==> config.mk <==
export PLATFORM = sky130hd
export DESIGN_NAME = sda_combine
export DESIGN_NICKNAME = d
export VERILOG_FILES = /design/src/hdl/sda_pkg.sv /design/src/hdl/sda_combine.sv
export SDC_FILE = /design/constraint.sdc
export NUM_CORES = 1
export LEC_CHECK = 0
export ABC_AREA = 0
export BUFFER_PORTS_ARGS = -buffer_cell sky130_fd_sc_hd__buf_2
export CAP_MARGIN = 20
export CORE_AREA = 2 2 183 185
export DETAILED_ROUTE_END_ITERATION = 16
export DIE_AREA = 0 0 185 187
export PLACE_DENSITY = 0.73
export SLEW_MARGIN = 20
export SYNTH_ARGS = -nofsm -noshare
export SYNTH_HDL_FRONTEND = slang
export SYNTH_SLANG_ARGS = --single-unit
==> constraint.sdc <==
create_clock -name vclk -period 3.1
set_input_delay 0.155 -clock vclk [all_inputs]
set_output_delay 0.155 -clock vclk [all_outputs]
set_load 0.05 [all_outputs]
==> src/hdl/sda_pkg.sv <==
// ----------------------------------------------------------------------------
// sda_pkg
// Shared widths, register and mode codes, and payload types of the spin
// density accumulator.
// ----------------------------------------------------------------------------
`timescale 1ns / 1ps

package sda_pkg;

	localparam int PT_W       = 12;                     // grid index field
	localparam int AMP_Q_W    = 16;                     // amplitude in Q1.15
	localparam int WEIGHT_W   = 16;                     // weight in Q0.16
	localparam int DEN_W      = 40;                     // density word, Q9.30
	localparam int NCOMP      = 4;                      // total, x, y, z
	localparam int TERM_W     = 34;                     // Q.30 term before weighting
	localparam int PROD_W     = WEIGHT_W + 1 + TERM_W;  // weight times term
	localparam int ROUND_SH   = 16;
	localparam int ROUND_HALF = 1 << (ROUND_SH - 1);
	localparam int INC_W      = PROD_W - ROUND_SH;      // weighted increment
	localparam int SUM_W      = DEN_W + 1;
	localparam int CFG_IDX_W  = 2;
	localparam int CFG_DATA_W = 16;
	localparam int OUT_DEPTH  = 8;                      // result queue, power of two
	localparam int OUT_PTR_W  = $clog2(OUT_DEPTH);
	localparam int OUT_CNT_W  = $clog2(OUT_DEPTH + 1);

	typedef enum logic [CFG_IDX_W-1:0] {
		CFG_MODE   = 2'd0,
		CFG_SPIN   = 2'd1,
		CFG_WEIGHT = 2'd2
	} cfg_reg_t;

	typedef enum logic [1:0] {
		MODE_COLLINEAR = 2'd0,
		MODE_NC_PLAIN  = 2'd1,
		MODE_NC_Z      = 2'd2,
		MODE_NC_FULL   = 2'd3
	} mode_t;

	typedef logic signed [DEN_W-1:0]  den_t;
	typedef den_t [NCOMP-1:0]         den_vec_t;
	typedef logic signed [INC_W-1:0]  inc_t;
	typedef inc_t [NCOMP-1:0]         inc_vec_t;
	typedef logic signed [TERM_W-1:0] term_t;

	// per-component update rule
	typedef struct packed {
		logic [NCOMP-1:0] add_en;
		logic [NCOMP-1:0] clr_en;
	} comp_act_t;

	typedef struct packed {
		logic [PT_W-1:0] point;
		den_vec_t        den;
		logic            sat;
	} result_t;

	localparam den_t DEN_MAX = {1'b0, {(DEN_W-1){1'b1}}};
	localparam den_t DEN_MIN = {1'b1, {(DEN_W-1){1'b0}}};

endpackage

==> src/hdl/sda_combine.sv <==
// ----------------------------------------------------------------------------
// sda_combine
// Adds the weighted increments to the four stored components with
// saturation, or clears or keeps each component as the mode requires.
// ----------------------------------------------------------------------------
`timescale 1ns / 1ps

module sda_combine (
	input  sda_pkg::den_vec_t  old_vec,
	input  sda_pkg::inc_vec_t  inc_vec,
	input  sda_pkg::comp_act_t act,
	output sda_pkg::den_vec_t  new_vec,
	output logic               sat
);
	import sda_pkg::*;

	logic signed [SUM_W-1:0] sum [NCOMP];
	logic [NCOMP-1:0]        clip;

	always_comb begin
		for (int c = 0; c < NCOMP; c++) begin
			sum[c]  = SUM_W'($signed(old_vec[c])) + SUM_W'($signed(inc_vec[c]));
			clip[c] = 1'b0;
			if (act.clr_en[c]) begin
				new_vec[c] = '0;
			end else if (act.add_en[c]) begin
				// top two bits disagree: the sum left the 40-bit range
				if (sum[c][SUM_W-1] != sum[c][SUM_W-2]) begin
					clip[c]    = 1'b1;
					new_vec[c] = sum[c][SUM_W-1] ? DEN_MIN : DEN_MAX;
				end else begin
					new_vec[c] = sum[c][DEN_W-1:0];
				end
			end else begin
				new_vec[c] = old_vec[c];
			end
		end
		sat = |clip;
	end

endmodule

Yosys cells after proc, flatten, opt, wreduce, memory -nomap -nowiden
Cells that the tools add are included.
- bits of input ports: 308
- output and inout bits: 161
- register bits after elaboration: 0
- muxes and demuxes: 28
- add/subtract/negate cells: 4
- eq/ne operators: 4
- reductions and logical operators: 1
- operators by type and width (kind ; count):
    $mux 40 ; 16
    $add 40x35->41 ; 4
    $mux 1 ; 12
    $ne 1x1->1 ; 4
    $reduce_or 4->1 ; 1

Logic depth before layout (Yosys ltp)
Gate-level depths: netlist (run 1).
- depth in word-level cells: 6
- depth in mapped cells: 15
- gate-level depth less buffers: 13

Worst setup path after synthesis (run 1)
Ideal clock, no wire load.
- kind: input-to-output
- from: input old_vec[80] in the netlist's numbering
- to: output new_vec[81] in the netlist's numbering
- arrival time: 4.076 ns
- stages: 15
- setup slack: -1.131 ns
- cells stage by stage: ha_1 inv_1 fa_1 nand2b_1 a21oi_1 o21ai_0 a21oi_1 a41oi_1 or3_1 a22o_1 clkbuf_1 nand2_1 clkbuf_1 nand2b_1 a221oi_1
- RTL lines (item ; line ; source):
    start: declaration ; sda_combine.sv:9 ; input sda_pkg::den_vec_t old_vec,
    end: declaration ; sda_combine.sv:12 ; output sda_pkg::den_vec_t new_vec,

==> results.json, run 1 <==
{
  "utilization_pct": 74.3,
  "die_x_um": 185,
  "grt_max_degree": 32,
  "hold_viol": 0,
  "fin_area_um2": 24400,
  "violations": "setup timing",
  "vias_per_cell": 6.23,
  "ant_nets": 0,
  "worstPathMaxFanout": 3,
  "status": "complete, but fails checks",
  "critPathKind": "input pin to output port",
  "wirelength_um": 73500,
  "synth_fp_nets": 2152,
  "ios": 469,
  "num_rows": 67,
  "worst_slew_pin_slew_ns": 0.936,
  "io_buffers": 469,
  "cts_hold_buf": 0,
  "total_power_uw": 7840,
  "core_area_um2": 32900,
  "synth_warnings": 0,
  "fin_crit_sh_pct": 116,
  "cp.arrival_ns": 3.46,
  "cpPeakStageDelay_ns": 0.37,
  "grt_pass1_wl_um": 101000,
  "end_kind": "output port",
  "crit_top_cell": "buf_4",
  "fmax_mhz": 277,
  "fin_crit_ns": 3.61,
  "placed_area_um2": 19300,
  "critPathRequiredTime_ns": 2.94,
  "numSequentialCells": 0,
  "start_util_pct": 33.9,
  "firstDrtPassIters": 5,
  "syn_area_per_cell_um2": 6.63,
  "mostFrequentLayoutCells": "buf_4, buf_2, a21oi_1",
  "mappedNetlistArea_um2": 11100,
  "gp_congestion": 0.990,
  "slew_headroom_pct": 37.4,
  "track_usage_pct": 36.2,
  "power_density_nw_per_um2": 321,
  "num-clock-buffers": 0,
  "wl_per_cell_um": 23.9,
  "drive_above_1_share_pct": 58.0,
  "dp_hpwl_um": 45800,
  "crit_slowest_cell": "fa_2",
  "cp-start-kind": "input pin",
  "vdd_drop_max_mv": 0.240,
  "die_area_um2": 34600,
  "setup_tns_ns": -46.82,
  "report.final.slew_viol_count": 0,
  "layout_commonest_cell": "buf_4",
  "yosysSeqAreaShare_pct": 0,
  "area_growth_pct": 119,
  "drc": 0,
  "num_vias": 19200,
  "syn_inst": 1680,
  "drv_cap": 0,
  "path_cells": "buf_2 -> ha_4 -> inv_1 -> fa_2 -> nor2b_2 -> o31a_1 -> o221ai_2 -> a21oi_2 -> a21oi_2 -> nor3_4 -> buf_4 -> buf_4 -> nor2_1 -> o21ai_0 -> xor2_1 -> buf_4 -> o221a_4 -> buf_12",
  "worst_slack_ns": -0.510,
  "die_y_um": 187,
  "fin_nets": 3092,
  "rsz0062_at_grt": "yes",
  "min_path_type": "input pin to output port",
  "dp_cells": 2975,
  "instances_no_fill": 3079,
  "grt_pass1_vias": 19200,
  "antenna_found_initial": 11,
  "grt_overflow": 0,
  "p_leak_uw": 0.0109,
  "setup_viol": 158,
  "regArea_um2": 0,
  "synth_cell_types": 77,
  "fillers": 2007,
  "drt_iter0_markers": 1653
}
==> cells by family (layout without fill, tap and decap cells) <==
family          Yosys count  count (layout)  share of synthesized area (%)
mux                       9               9                          0.809
fa+ha+maj               167             167                           19.0
simple gates            507             507                           21.0
xor+xnor                138             138                           10.9
buf+inv                 154            1092                           5.50
compound gates          705             705                           42.9
other cells               0              13                              0
==> final cells by class <==
cell class / count / area (um2) / share of cell area (%)
multi-input cells: 1526 / 14600 / 59.9
diodes: 13 / 32.5 / 0.133
inverters: 60 / 228 / 0.932
repair buffers: 1032 / 8980 / 36.8
well taps: 448 / 561 / 2.29
==> routing by layer <==
metal	vias up	GRT usage, %	part of all wire [%]
li1	8270	-	-
met1	8889	38.3	33
met2	1464	63.6	47
met3	558	8.06	10
met4	2	24.9	9.8
met5	-	0	0.018
==> worst max-delay path: cells and delay by family <==
family | cells | cell delay [ns]
xor gates and xnor gates | 1 | 0.28
AOI/OAI and AO/OA | 6 | 1.29
buffers and inverters | 6 | 0.76
and+or+nand+nor | 3 | 0.44
adders and majority gates | 2 | 0.52
==> cells in the mapped netlist (12+ instances only) <==
| library cell | count | area share (%) |
|---|---|---|
| nor2_1 | 199 | 6.7 |
| a21oi_1 | 194 | 8.7 |
| ha_1 | 160 | 18 |
| nand2_1 | 111 | 3.7 |
| o21ai_0 | 95 | 4.3 |
| a21o_1 | 93 | 6.3 |
| xnor2_1 | 87 | 6.8 |
| clkbuf_1 | 80 | 2.7 |
| o22ai_1 | 78 | 4.4 |
| inv_1 | 60 | 2.0 |
| xor2_1 | 51 | 4.0 |
| a211oi_1 | 43 | 2.9 |
| nor3_1 | 39 | 1.8 |
| o221a_2 | 37 | 3.7 |
| nand3_1 | 32 | 1.4 |
| nand2b_1 | 28 | 1.6 |
| nand4_1 | 26 | 1.5 |
| o21bai_1 | 22 | 1.5 |
| and3_1 | 17 | 0.96 |
| and2_1 | 14 | 0.79 |
| o211ai_1 | 14 | 0.94 |
| o21a_1 | 14 | 0.94 |
| nor2b_1 | 13 | 0.73 |
| a31oi_1 | 12 | 0.67 |
==> metrics by stage <==
| step | worst slack (ns) | hold WS [ns] |
|---|---|---|
| global placement | -0.539 | 0.764 |
| finish | -0.510 | 0.740 |
| CTS | -0.348 | 0.728 |
| floorplan | -0.280 | 0.364 |
| detailed placement | -0.595 | 0.773 |
| global route | -0.567 | 0.752 |
==> final timing paths <==
path,to,cells after the start,startpoint,slack [ns]
worst max-delay path,new_vec[156],18,inc_vec[105],-0.51
worst min-delay path,new_vec[40],4,old_vec[40],0.74
==> timing repair <==
| action | CTS | global route |
|---|---|---|
| setup endpoints to repair | 159 | 160 |
| resized for setup | 733 | 219 |
| buffers inserted | 63 | 39 |
| gates cloned | 14 | 1 |
| pin swaps | 168 | 140 |
==> report_power, final <==
part           leakage (uW)  internal (uW)  switching [uW]
logic                0.0109           3510            4320
registers                 0              0               0
clock network  0.0000000824       0.000563               0
total                0.0109           3510            4320
(Power assumes the default switching activity.)
==> run 2: changes to the inputs <==
- SKIP_LAST_GASP: default -> 1
==> run 2 against run 1 <==
- the flow still finishes with violations (setup timing)
- cell count down 0.16%
- via count about the same
- global-route usage shrank 0.37 points
- final area shrank 0.92%
- first-iteration DRC count down 10%
- largest cell class unchanged
==> results.json, run 2 (synthesis results as in run 1) <==
{
  "power_density_nw_per_um2": 319,
  "end_kind": "output port",
  "drive_above_1_share_pct": 57.8,
  "firstDrtPassIters": 10,
  "crit_start": "old_vec[120]",
  "ant_nets": 0,
  "start_util_pct": 33.9,
  "io_buffers": 469,
  "report.final.slew_viol_count": 0,
  "antenna_found_initial": 8,
  "mostFrequentLayoutCells": "buf_4, buf_2, a21oi_1",
  "status": "complete, but fails checks",
  "wirelength_um": 70700,
  "rsz0062_at_grt": "yes",
  "dp_slack_ns": -0.595,
  "drc": 0,
  "min_path_cells": 4,
  "grt_pass1_wl_um": 101000,
  "critPathRequiredTime_ns": 2.94,
  "die_y_um": 187,
  "core_area_um2": 32900,
  "cts_hold_buf": 0,
  "num_vias": 19200,
  "vdd_drop_max_mv": 0.241,
  "worst_slack_ns": -0.428,
  "wl_per_cell_um": 23.0,
  "numSequentialCells": 0,
  "violations": "setup timing",
  "min_from": "old_vec[3]",
  "die_area_um2": 34600,
  "track_usage_pct": 35.9,
  "hold_path_end": "new_vec[3]",
  "total_power_uw": 7710,
  "p_leak_uw": 0.0109,
  "fmax_mhz": 283,
  "grt_max_degree": 32,
  "gp_congestion": 0.990,
  "slew_headroom_pct": 37.6,
  "num_rows": 67,
  "ios": 469,
  "fin_crit_sh_pct": 114,
  "setup_viol": 158,
  "regArea_um2": 0,
  "hold_viol": 0,
  "num-clock-buffers": 0,
  "setup_tns_ns": -43.89,
  "fin_crit_ns": 3.53,
  "cp-start-kind": "input pin",
  "cp.arrival_ns": 3.37,
  "dp_hpwl_um": 45800,
  "fin_nets": 3091,
  "die_x_um": 185,
  "drt_iter0_markers": 1487,
  "area_growth_pct": 117,
  "vias_per_cell": 6.24,
  "utilization_pct": 73.7,
  "min_path_type": "input pin to output port",
  "grt_overflow": 0,
  "grt_pass1_vias": 19100,
  "layout_commonest_cell": "buf_4",
  "drv_cap": 0,
  "worst_slew_pin_slew_ns": 0.936,
  "worstPathMaxFanout": 6,
  "critPathKind": "input pin to output port"
}
run 2: report_power, final:
group,switching [uW],internal (uW)
clock network,0,0.000388
registers,0,0
logic,4250,3460
run 2: per-layer routing:
| metal | vias to the layer above | GRT usage [%] | wire, um |
|---|---|---|---|
| met5 | - | 0 | 41 |
| met4 | 6 | 24.2 | 6520 |
| met3 | 543 | 7.26 | 6960 |
| met2 | 1471 | 62.4 | 33700 |
| met1 | 8885 | 39.0 | 23500 |
| li1 | 8265 | - | - |
run 2: cell type report:
cell class	instances	area (um2)
Antenna cell	9	22.5
Fill cell	2043	8660
Inverter	60	225
Multi-Input combinational cell	1526	14500
Tap cell	448	561
Timing Repair Buffer	1031	8900
run 2: worst max-delay path, stage by stage:
cell and delay [ns]:
buf_2 0.12, ha_4 0.16, inv_2 0.04, fa_2 0.37, nor2b_2 0.15, o31a_1 0.19, o221ai_2 0.13, a21oi_2 0.28
a21oi_2 0.13, nor3_4 0.25, a41oi_2 0.16, buf_4 0.18, buf_4 0.16, a31oi_4 0.23, buf_6 0.16, clkbuf_16 0.15
o221a_4 0.19, buf_8 0.15
run 2: how the worst max path moves through the flow:
stage	to	slack [ns]	cells past startpoint
3_5_place_dp	new_vec[124]	-0.60	16
4_1_cts	new_vec[137]	-0.35	16
5_1_grt	new_vec[104]	-0.49	17
6_report	new_vec[142]	-0.43	18
3_3_place_gp	new_vec[74]	-0.54	16
2_1_floorplan	new_vec[158]	-0.28	12
run 2: repair_timing:
item / 4_1_cts / 5_1_grt
buffers inserted: 63 / 37
resized for setup: 701 / 219
endpoints found under the setup margin: 159 / 160
cloned: 14 / 2
pin swaps: 168 / 159
run 2: per-stage QoR:
stage | hold slack, ns | area [um2] | std cells
3_3_place_gp | 0.764 | 19300 | 2975
3_5_place_dp | 0.773 | 19300 | 2975
4_1_cts | 0.732 | 23200 | 3047
6_report | 0.712 | 24200 | 3074
2_1_floorplan | 0.364 | 12900 | 1680
5_1_grt | 0.726 | 24200 | 3069
